`src/rtl/i2csr_pkg.sv`:
```
// ----------------------------------------------------------------------------
// i2csr_pkg
// Shared types and codes for the two-wire slave RAM byte engine.
// ----------------------------------------------------------------------------
package i2csr_pkg;

    localparam int RamDepth = 256;
    localparam int AddrW    = $clog2(RamDepth);

    localparam logic [2:0] REQ_START    = 3'd0;
    localparam logic [2:0] REQ_STOP     = 3'd1;
    localparam logic [2:0] REQ_ADDR     = 3'd2;
    localparam logic [2:0] REQ_DATA     = 3'd3;
    localparam logic [2:0] REQ_TX_START = 3'd4;
    localparam logic [2:0] REQ_TX_END   = 3'd5;
    localparam logic [2:0] REQ_BD_READ  = 3'd6;
    localparam logic [2:0] REQ_BD_WRITE = 3'd7;

    localparam logic [7:0] DEV_ADDR = 8'hA0;

    typedef logic [2:0]       req_type_t;
    typedef logic [7:0]       byte_t;
    typedef logic [AddrW-1:0] addr_t;

    typedef struct packed {
        logic  ack;
        byte_t ptr;
        logic  rd;
        logic  wr;
        addr_t addr;
        byte_t wdata;
    } op_t;

    typedef struct packed {
        logic full;
        logic empty;
    } qstat_t;

endpackage

```
`src/rtl/i2csr_req_if.sv`:
```
// ----------------------------------------------------------------------------
// i2csr_req_if
// Request channel: bus event beats into the engine.
// ----------------------------------------------------------------------------
interface i2csr_req_if;
    import i2csr_pkg::*;

    logic      valid;
    logic      ready;
    req_type_t req_type;
    byte_t     byte_in;
    addr_t     ram_index;

    modport source (output valid, output req_type, output byte_in, output ram_index,
                     input ready);
    modport sink   (input valid, input req_type, input byte_in, input ram_index,
                     output ready);
endinterface

```
`src/rtl/i2csr_rsp_if.sv`:
```
// ----------------------------------------------------------------------------
// i2csr_rsp_if
// Response channel: one result beat per request.
// ----------------------------------------------------------------------------
interface i2csr_rsp_if;
    import i2csr_pkg::*;

    logic  valid;
    logic  ready;
    logic  ack;
    byte_t read_data;
    byte_t pointer_now;

    modport source (output valid, output ack, output read_data, output pointer_now,
                     input ready);
    modport sink   (input valid, input ack, input read_data, input pointer_now,
                     output ready);
endinterface

```
`src/rtl/i2csr_front.sv`:
```
// ----------------------------------------------------------------------------
// i2csr_front
// Event decoder: tracks bus phase and register pointer, emits RAM ops.
// ----------------------------------------------------------------------------
module i2csr_front (
    input  logic            clk,
    input  logic            rst_n,
    i2csr_req_if.sink       req,
    input  i2csr_pkg::qstat_t qstat,
    output logic            push,
    output i2csr_pkg::op_t  op
);
    import i2csr_pkg::*;

    localparam logic [2:0] PH_IDLE    = 3'd0;
    localparam logic [2:0] PH_PTR     = 3'd1;
    localparam logic [2:0] PH_DATA    = 3'd2;
    localparam logic [2:0] PH_TXSTART = 3'd3;
    localparam logic [2:0] PH_TXEND   = 3'd4;

    logic [2:0] phase_reg;
    logic [2:0] phase_next;
    byte_t      ptr_reg;
    byte_t      ptr_next;

    assign req.ready = !qstat.full;
    assign push      = req.valid && req.ready;

    always_comb
    begin
        phase_next = phase_reg;
        ptr_next   = ptr_reg;
        op.ack     = 1'b0;
        op.rd      = 1'b0;
        op.wr      = 1'b0;
        op.addr    = ptr_reg;
        op.wdata   = req.byte_in;
        case (req.req_type)
            REQ_START, REQ_STOP:
            begin
                phase_next = PH_IDLE;
                op.ack     = 1'b1;
            end
            REQ_ADDR:
            begin
                if (phase_reg == PH_IDLE && req.byte_in[7:1] == DEV_ADDR[7:1])
                begin
                    phase_next = req.byte_in[0] ? PH_TXSTART : PH_PTR;
                    op.ack     = 1'b1;
                end
            end
            REQ_DATA:
            begin
                if (phase_reg == PH_PTR)
                begin
                    ptr_next   = req.byte_in;
                    phase_next = PH_DATA;
                    op.ack     = 1'b1;
                end
                else if (phase_reg == PH_DATA)
                begin
                    op.wr    = 1'b1;
                    ptr_next = ptr_reg + 8'd1;
                    op.ack   = 1'b1;
                end
            end
            REQ_TX_START:
            begin
                if (phase_reg == PH_TXSTART)
                begin
                    op.rd      = 1'b1;
                    phase_next = PH_TXEND;
                    op.ack     = 1'b1;
                end
            end
            REQ_TX_END:
            begin
                if (phase_reg == PH_TXEND)
                begin
                    ptr_next   = ptr_reg + 8'd1;
                    phase_next = PH_TXSTART;
                    op.ack     = 1'b1;
                end
            end
            REQ_BD_READ:
            begin
                op.rd   = 1'b1;
                op.addr = req.ram_index;
                op.ack  = 1'b1;
            end
            REQ_BD_WRITE:
            begin
                op.wr   = 1'b1;
                op.addr = req.ram_index;
                op.ack  = 1'b1;
            end
            default:
            begin
                op.ack = 1'b0;
            end
        endcase
        op.ptr = ptr_next;
    end

    always_ff @(posedge clk or negedge rst_n)
    begin
        if (!rst_n)
        begin
            phase_reg <= PH_IDLE;
            ptr_reg   <= '0;
        end
        else if (push)
        begin
            phase_reg <= phase_next;
            ptr_reg   <= ptr_next;
        end
    end

endmodule

```
`src/rtl/i2csr_queue.sv`:
```
// ----------------------------------------------------------------------------
// i2csr_queue
// Two-entry queue of RAM ops between decoder and RAM side.
// ----------------------------------------------------------------------------
module i2csr_queue (
    input  logic               clk,
    input  logic               rst_n,
    input  logic               push,
    input  i2csr_pkg::op_t     din,
    input  logic               pop,
    output i2csr_pkg::op_t     dout,
    output i2csr_pkg::qstat_t  qstat
);
    import i2csr_pkg::*;

    op_t        slot_reg [2];
    logic       wr_ptr_reg;
    logic       rd_ptr_reg;
    logic [1:0] count_reg;
    logic [1:0] count_next;

    assign dout        = slot_reg[rd_ptr_reg];
    assign qstat.full  = (count_reg == 2'd2);
    assign qstat.empty = (count_reg == 2'd0);

    always_comb
    begin
        count_next = count_reg;
        if (push && !pop)
        begin
            count_next = count_reg + 2'd1;
        end
        else if (pop && !push)
        begin
            count_next = count_reg - 2'd1;
        end
    end

    always_ff @(posedge clk)
    begin
        if (push)
        begin
            slot_reg[wr_ptr_reg] <= din;
        end
    end

    always_ff @(posedge clk or negedge rst_n)
    begin
        if (!rst_n)
        begin
            wr_ptr_reg <= 1'b0;
            rd_ptr_reg <= 1'b0;
            count_reg  <= '0;
        end
        else
        begin
            if (push)
            begin
                wr_ptr_reg <= !wr_ptr_reg;
            end
            if (pop)
            begin
                rd_ptr_reg <= !rd_ptr_reg;
            end
            count_reg <= count_next;
        end
    end

endmodule

```
`src/rtl/i2csr_back.sv`:
```
// ----------------------------------------------------------------------------
// i2csr_back
// RAM side: executes queued ops and holds the result beat.
// ----------------------------------------------------------------------------
module i2csr_back (
    input  logic              clk,
    input  logic              rst_n,
    input  i2csr_pkg::op_t    op,
    input  i2csr_pkg::qstat_t qstat,
    output logic              pop,
    i2csr_rsp_if.source       rsp
);
    import i2csr_pkg::*;

    byte_t               mem [RamDepth];
    logic [RamDepth-1:0] written_reg;
    logic                out_valid_reg;
    logic                ack_reg;
    byte_t               ptr_reg;
    logic                rd_reg;
    logic                hit_reg;
    byte_t               rdata_reg;

    assign pop = !qstat.empty && (!out_valid_reg || rsp.ready);

    always_ff @(posedge clk)
    begin
        if (pop && op.wr)
        begin
            mem[op.addr] <= op.wdata;
        end
        if (pop && op.rd)
        begin
            rdata_reg <= mem[op.addr];
        end
        if (pop)
        begin
            ack_reg <= op.ack;
            ptr_reg <= op.ptr;
            rd_reg  <= op.rd;
            hit_reg <= written_reg[op.addr];
        end
    end

    always_ff @(posedge clk or negedge rst_n)
    begin
        if (!rst_n)
        begin
            written_reg   <= '0;
            out_valid_reg <= 1'b0;
        end
        else
        begin
            if (pop && op.wr)
            begin
                written_reg[op.addr] <= 1'b1;
            end
            if (pop)
            begin
                out_valid_reg <= 1'b1;
            end
            else if (rsp.ready)
            begin
                out_valid_reg <= 1'b0;
            end
        end
    end

    assign rsp.valid       = out_valid_reg;
    assign rsp.ack         = ack_reg;
    assign rsp.pointer_now = ptr_reg;
    assign rsp.read_data   = (rd_reg && hit_reg) ? rdata_reg : 8'd0;

endmodule

```
`src/rtl/i2c_slave_ram_byte_engine.sv`:
```
// ----------------------------------------------------------------------------
// i2c_slave_ram_byte_engine
// Two-wire slave byte engine with 256-byte RAM and auto-increment pointer.
// Result path: a taken request beat is queued, executed on pop and its result
// is registered; one beat per cycle unless rsp stalls, per the single RAM port.
// Reset: phase idle, pointer zero, RAM reads zero through per-byte written
// flags cleared at once; no clearing pass, requests taken right after reset.
// ----------------------------------------------------------------------------
module i2c_slave_ram_byte_engine (
    input  logic        clk,
    input  logic        rst_n,
    i2csr_req_if.sink   req,
    i2csr_rsp_if.source rsp
);
    import i2csr_pkg::*;

    op_t    fe_op;
    op_t    q_op;
    qstat_t qstat;
    logic   push;
    logic   pop;

    i2csr_front u_front (
        .clk   (clk),
        .rst_n (rst_n),
        .req   (req),
        .qstat (qstat),
        .push  (push),
        .op    (fe_op)
    );

    i2csr_queue u_queue (
        .clk   (clk),
        .rst_n (rst_n),
        .push  (push),
        .din   (fe_op),
        .pop   (pop),
        .dout  (q_op),
        .qstat (qstat)
    );

    i2csr_back u_back (
        .clk   (clk),
        .rst_n (rst_n),
        .op    (q_op),
        .qstat (qstat),
        .pop   (pop),
        .rsp   (rsp)
    );

    a_start_stop_ack: assert property (@(posedge clk) disable iff (!rst_n)
        push && (req.req_type == REQ_START || req.req_type == REQ_STOP) |-> fe_op.ack)
        else $error("start or stop beat not acknowledged");

    a_queue_drains: assert property (@(posedge clk) disable iff (!rst_n)
        !qstat.empty && !rsp.valid |=> rsp.valid)
        else $error("queued op not moved to result register");

    a_queue_status: assert property (@(posedge clk) disable iff (!rst_n)
        !(qstat.full && qstat.empty))
        else $error("queue reports full and empty");

    a_no_pop_empty: assert property (@(posedge clk) disable iff (!rst_n)
        pop |-> !qstat.empty)
        else $error("pop from empty queue");

endmodule

```
`src/flat_wrapper.sv`:
```
// flat-port wrapper written by rule: the top's interface ports become plain ports
module i2c_slave_ram_byte_engine_flat import i2csr_pkg::*;
  (clk, rst_n, req_valid, req_req_type, req_byte_in, req_ram_index, req_ready, rsp_valid, rsp_ack, rsp_read_data, rsp_pointer_now, rsp_ready);
  i2csr_req_if req_i ();
  i2csr_rsp_if rsp_i ();
  input  logic clk;
  input  logic rst_n;
  input wire logic [$bits(req_i.valid)-1:0] req_valid;
  input wire logic [$bits(req_i.req_type)-1:0] req_req_type;
  input wire logic [$bits(req_i.byte_in)-1:0] req_byte_in;
  input wire logic [$bits(req_i.ram_index)-1:0] req_ram_index;
  output wire logic [$bits(req_i.ready)-1:0] req_ready;
  output wire logic [$bits(rsp_i.valid)-1:0] rsp_valid;
  output wire logic [$bits(rsp_i.ack)-1:0] rsp_ack;
  output wire logic [$bits(rsp_i.read_data)-1:0] rsp_read_data;
  output wire logic [$bits(rsp_i.pointer_now)-1:0] rsp_pointer_now;
  input wire logic [$bits(rsp_i.ready)-1:0] rsp_ready;
  assign req_i.valid = req_valid;
  assign req_i.req_type = req_req_type;
  assign req_i.byte_in = req_byte_in;
  assign req_i.ram_index = req_ram_index;
  assign req_ready = req_i.ready;
  assign rsp_valid = rsp_i.valid;
  assign rsp_ack = rsp_i.ack;
  assign rsp_read_data = rsp_i.read_data;
  assign rsp_pointer_now = rsp_i.pointer_now;
  assign rsp_i.ready = rsp_ready;
  i2c_slave_ram_byte_engine u_core (.clk(clk), .rst_n(rst_n), .req(req_i), .rsp(rsp_i));
endmodule
```
`config.mk`:
```
export PLATFORM = sky130hd
export DESIGN_NAME = i2c_slave_ram_byte_engine_flat
export DESIGN_NICKNAME = d
export VERILOG_FILES = /design/src/rtl/i2csr_pkg.sv /design/src/rtl/i2csr_req_if.sv /design/src/rtl/i2csr_rsp_if.sv /design/src/rtl/i2csr_front.sv /design/src/rtl/i2csr_queue.sv /design/src/rtl/i2csr_back.sv /design/src/rtl/i2c_slave_ram_byte_engine.sv /design/src/flat_wrapper.sv
export SDC_FILE = /design/constraint.sdc
export NUM_CORES = 2
export LEC_CHECK = 0
export BUFFER_PORTS_ARGS = -buffer_cell sky130_fd_sc_hd__buf_2
export CAP_MARGIN = 10
export CORE_ASPECT_RATIO = 0.9
export CORE_UTILIZATION = 65
export DETAILED_ROUTE_END_ITERATION = 8
export PLACE_DENSITY = 0.81
export REMOVE_ABC_BUFFERS = 1
export SLEW_MARGIN = 20
export SYNTH_ARGS = -nofsm -noshare
export SYNTH_HDL_FRONTEND = slang
export SYNTH_SLANG_ARGS = --single-unit
```
`constraint.sdc`:
```
create_clock -name clk -period 11.42 [get_ports clk]
set_input_delay 1.142 -clock clk [delete_from_list [all_inputs] [get_ports clk]]
set_output_delay 1.142 -clock clk [all_outputs]
set_load 0.1 [all_outputs]
```
After elaboration in Yosys (flattened, before gate mapping) --
Memories as Yosys holds them, arrays and structs flattened. A register that Yosys moved wholly into a read port is not among the register bits. Cells that the tools add are included.
Storage, ports and cells: flip-flop bits (word level) 283, output and inout port bits 19, logic and storage cells 96, memories 2, bits of input ports 23, RAM bits 2102
Memory list:
- u_core.u_back.mem | words 256, bits a word 8, read ports 1, clocked after memory_dff 1, wr ports 1, line i2csr_back.sv:15 | byte_t mem [RamDepth];
- u_core.u_queue.slot_reg | words 2, bits a word 27, read ports 1, clocked after memory_dff 0, wr ports 1, line i2csr_queue.sv:16 | op_t slot_reg [2];
Operators by class: reduce and logical (&&, ||, !) cells 27, bitwise operators 1, mux-type cells 33, add/subtract/negate cells 3, eq/ne operators 17, magnitude comparators 2
Operators with widths (number):
- 256-bit OR | 1
- 8-bit 2-to-1 mux | 5
- 8-bit case mux with 2 select lines | 1
- 3-bit == test (second input constant) | 5
- 3-bit case mux with 5 select lines | 1
- 1-bit 2-to-1 mux | 14
- 3-bit by 2-bit == test with 1-bit output (second input constant) | 4
- 3-bit 2-to-1 mux | 4
- 1-bit logical AND | 9
- 8-bit by 9-bit less-than comparator with 1-bit output (second input constant) | 1
- 8-bit by 1-bit adder with 8-bit output (second input constant) | 1
- 1-bit binary-select mux with 8-bit select | 1
- 1-bit demux with 8-bit select | 1
- 8-bit by 1-bit >= comparator with 1-bit output (second input constant) | 1
- 2-bit inequality test (second input constant) | 4
- 7-bit == test (second input constant) | 1
- 1-bit logical NOT | 7
- 3-bit by 1-bit == test with 1-bit output (second input constant) | 2
- 3-bit logical NOT | 2
- 2-bit 2-to-1 mux | 3
- 6-bit AND reduction | 1
- 1-bit case mux with 5 select lines | 1
- 5-bit nonzero test | 1
- 1-bit case mux with 2 select lines | 2
- 8 further kinds | 10

Logic depth before layout (Yosys ltp) --
depth after elaboration 7, mapped depth 12, mapped depth without buffers 7

Cells and area by module --
A second synthesis with hierarchy kept.
Unflattened totals: cell total of the unflattened synthesis 4536, area total of the unflattened synthesis 92791.5 um^2
By module, submodules not included:
- i2csr_back | seq. area each 68500.7 um^2, cells an instance 4263, area each 89240.6 um^2, instances 1
- i2csr_queue | seq. area each 1721.7 um^2, cells an instance 100, area each 2234.6 um^2, instances 1
- i2csr_front | seq. area each 275.3 um^2, cells an instance 173, area each 1316.3 um^2, instances 1

Worst setup path after synthesis --
OpenSTA, ideal clock, no wires.
path type register to register, from register u_core.u_queue.rd_ptr_reg, to memory u_core.u_back.mem[0][0] (netlist bit) (data pin), cell stages (with the launch flop) 7, required time 10865 ps, library setup time 555 ps, arrival 3425 ps, clock period less this slack 3980 ps, slack 7440 ps, buffers on the path 5, cell sequence dfrtp_1 -> buf_4 -> buf_2 -> buf_2 -> buf_2 -> buf_1 -> mux2_2
RTL lines:
- start, declared | line i2csr_queue.sv:18 | logic rd_ptr_reg;
- start signal, assigned | line i2csr_queue.sv:63 | rd_ptr_reg <= !rd_ptr_reg;
- end, declared | line i2csr_back.sv:15

Worst setup path in the final report --
from register u_core.u_queue.rd_ptr_reg, to register u_core.u_back.rdata_reg[1] (read register of u_core.u_back.mem) (data pin)
On the way: cells in the longest elaborated chain, start to end 2
RTL lines:
- memory read 2 x 27 bit *
- 1-bit logical AND | line i2csr_back.sv:32 | if (pop && op.rd)
- end, declared | line i2csr_back.sv:22 | byte_t rdata_reg;
Mark *: on every way between the ends. The rest lies on a longest branch, timed or not. A chain may end at the register's enable or synchronous reset.

==> results by group <==
Status
  – Status: finished, violations left
  – Violated checks: design-rule violations

Route
  – Vias: 52.5k
  – Drt pass-1 iters: 9
  – DRT Wirelength: 239 mm
  – Per-cell routed wire length: 33.1 um
  – Antenna viol nets, final: 0
  – 1st-iter DRT viols: 8250
  – Drt via density: 7.25
  – DRC: 7

Synth
  – Syn_area_per_cell: 18.1 um2
  – Netlist cell types: 67
  – Cell accounting for the most synthesized area: edfxtp_1
  – Post-Syn Area: 0.0937 mm2
  – Yosys reg bits: 2393
  – Top_reg_cell synth: edfxtp_1
  – Share of the synthesized area in the top cell type: 0.679
  – Post-synth EDFFs: 2121
  – Synth warn: 0
  – Register area share after synthesis: 0.752
  – Largest cells by area after synthesis: edfxtp_1 (68%), mux4_2 (9.5%), dfrtp_1 (7.3%), o21bai_1 (2.1%), nand2_1 (2.0%)
  – Share of flip-flops with an asynchronous set or reset: 0.114
  – Cell count after synthesis: 5175

Global route
  – Vias in the first global route: 51.5k
  – Initial antenna violation count: 5
  – Largest net degree at the start of global routing: 164
  – Global Route Usage Sum: 0.330
  – First-pass GRT wire length: 349 mm
  – Grt ovf: 0

Clock network
  – CTS resizes: 0
  – Clock Tree Buf Depth: 3
  – Clock-pin slew on the worst setup and hold paths: 0.07 ns
  – Setup bufs post-CTS: 0
  – Hold buffers post-CTS: 0
  – Worst-Skew Late Latency: 0.85 ns
  – # clock sinks: 2393
  – TritonCTS clock tree: done
  – Root Driver: clkbuf_16
  – Num CTS Buffers: 215
  – Number of H-tree levels: 4

Floorplan
  – Core footprint: 0.142 mm2
  – Num rows: 131
  – Die H: 362 um
  – Die Area: 0.146 mm2
  – IO Count: 42
  – Initial Utilization: 0.658
  – Die width: 402 um

Critical path
  – R2R Path End: u_core.u_back.rdata_reg[1]
  – CP startpoint kind: register
  – Crit path from: u_core.u_queue.rd_ptr_reg
  – Worst EP required: 11.99 ns
  – Crit. End Element: register
  – CP Data Arrival Time: 6.49 ns
  – Register-to-Register Path Depth: 10
  – Slack of the worst reg-to-reg path: 5.50 ns
  – CP Class: register to register
  – Worst-path maximum fanout: 86
  – RR Startpoint: u_core.u_queue.rd_ptr_reg

Layout
  – Number of flip-flops under the largest register name: 2048
  – Layout cells sized above 1: 0.173
  – Final Net Count: 5209
  – Final Util: 0.722
  – Area Overhead vs Synth: 9.64%

Power
  – Max VDD drop: 0.000280 V
  – PwrDens: 252 mW/mm2
  – LEAKAGE: 33.8 nW

Timing
  – Final Cycle Share: 0.518
  – Final hold violation count: 0
  – Slew Limit Fails: 0
  – Final worst slack: 5.50 ns
  – Post-route minimum period: 5.92 ns
  – Final setup violation count: 0
  – Fmax: 169 MHz
  – Setup TNS: 0 ns
  – Worst Max-Slew Pin Slew: 1.20 ns
  – Max-slew headroom: 0.198
  – Setup Skew: 0.0549 ns
  – Unrepaired setup endpoints after global routing: false

Place
  – Port buffer count: 41
  – GP Congestion: 0.878
  – Placed wire-length estimate: 131 mm
  – Pre-CTS setup slack: 5.68 ns

Run
  – Max Cap Viol: 0

Worst hold path
  – Hold Path Class: input pin to asynchronous set/reset pin
==> Yosys cell counts, types with 7 or more instances <==
| cell type | count |
|---|---|
| a21oi_1 | 8 |
| a221oi_1 | 72 |
| a22oi_1 | 207 |
| a22oi_2 | 7 |
| a311o_1 | 18 |
| a311oi_1 | 55 |
| a31oi_1 | 28 |
| and3_1 | 48 |
| and4_1 | 18 |
| buf_1 | 16 |
| buf_2 | 167 |
| buf_4 | 28 |
| buf_6 | 10 |
| clkbuf_1 | 129 |
| dfrtp_1 | 272 |
| edfxtp_1 | 2121 |
| inv_1 | 9 |
| mux2_2 | 36 |
| mux2i_1 | 151 |
| mux4_2 | 396 |
| nand2_1 | 507 |
| nand3_1 | 131 |
| nand3b_1 | 7 |
| nand4_1 | 62 |
| nor2_1 | 279 |
| o2111ai_1 | 9 |
| o21ai_0 | 15 |
| o21ai_1 | 11 |
| o21bai_1 | 256 |
| o31a_1 | 9 |
| o41ai_1 | 18 |
==> power breakdown <==
group | internal, mW | switching (mW) | leakage [nW] | total [mW]
Clock | 4.04 | 3.21 | 3.45 | 7.26
Sequential | 10.9 | 0.247 | 22.8 | 11.2
Combinational | 2.38 | 5.07 | 7.51 | 7.45
==> logic make-up after synthesis <==
group / Yosys count / synth area share
buf+inv: 361 / 0.0186
xor+xnor: 7 / 0.000654
mux: 587 / 0.116
fa+ha+maj: 3 / 0.000400
flops: 2393 / 0.752
simple gates: 1084 / 0.0505
compound gates: 740 / 0.0615
==> per-layer routing <==
layer / part of all wire / up-vias / wire (um) / track usage
met1: 0.35 / 26774 / 84500 / 0.458
met4: 0.045 / 6 / 10700 / 0.133
met2: 0.47 / 4212 / 113000 / 0.505
met3: 0.13 / 664 / 31500 / 0.0913
met5: 0.00015 / - / 35 / 0
li1: - / 20794 / - / -
==> metrics by stage <==
stage	instances	hold slack [ns]	area (um2)	total power, mW
after floorplan	4824	0.438	92000	16.7
after global placement	6824	0.453	95600	18.3
after detailed placement	6825	0.456	95600	18.5
after CTS	7231	0.382	103000	25.7
after global routing	7234	0.419	103000	26.5
final	7235	0.304	103000	25.9
==> critical path: stages (launching register included) <==
cell and delay, ns:
dfrtp_2 0.38, buf_4 0.67, mux2_8 0.80, buf_4 0.94, buf_4 0.91, mux4_2 0.42
a22oi_1 0.23, nand4_1 0.29, o21ai_1 0.44, o31a_1 0.27, o2111ai_1 0.12
==> area by class of cell <==
| class | count | area (um2) |
|---|---|---|
| repair buffers | 142 | 1060 |
| inverters | 10 | 37.5 |
| fillers | 7791 | 39700 |
| multi-input cells | 2421 | 21800 |
| clock inverters | 127 | 1210 |
| well taps | 1862 | 2330 |
| diodes | 1 | 2.50 |
| flip-flops and latches | 2393 | 70500 |
| clock buffers | 279 | 5850 |
==> cell usage in the layout (no fill, tap or decap), types with 50 or more instances in the layout <==
cell type | synthesis | layout
dfrtp_1 | 272 | 271
edfxtp_1 | 2121 | 2121
nand4_1 | 62 | 62
mux4_2 | 396 | 396
nand3_1 | 131 | 131
nor2_1 | 279 | 277
nand2_1 | 507 | 490
o21bai_1 | 256 | 256
mux2i_1 | 151 | 149
a311oi_1 | 55 | 55
a221oi_1 | 72 | 72
clkbuf_16 | 0 | 221
a22oi_1 | 207 | 207
clkinv_1 | 0 | 50
buf_4 | 28 | 94
==> how the worst max path moves through the flow <==
stage	end	slack, ns	cells past startpoint
finish	u_core.u_back.rdata_reg[1]	5.50	10
global route	u_core.u_back.rdata_reg[1]	5.34	10
CTS	u_core.u_back.rdata_reg[1]	5.65	10
detailed placement	u_core.u_back.rdata_reg[3]	5.68	10
global placement	u_core.u_back.rdata_reg[1]	5.71	10
floorplan	u_core.u_back.mem[108][0]	1.38	4
(Power assumes the default switching activity.)
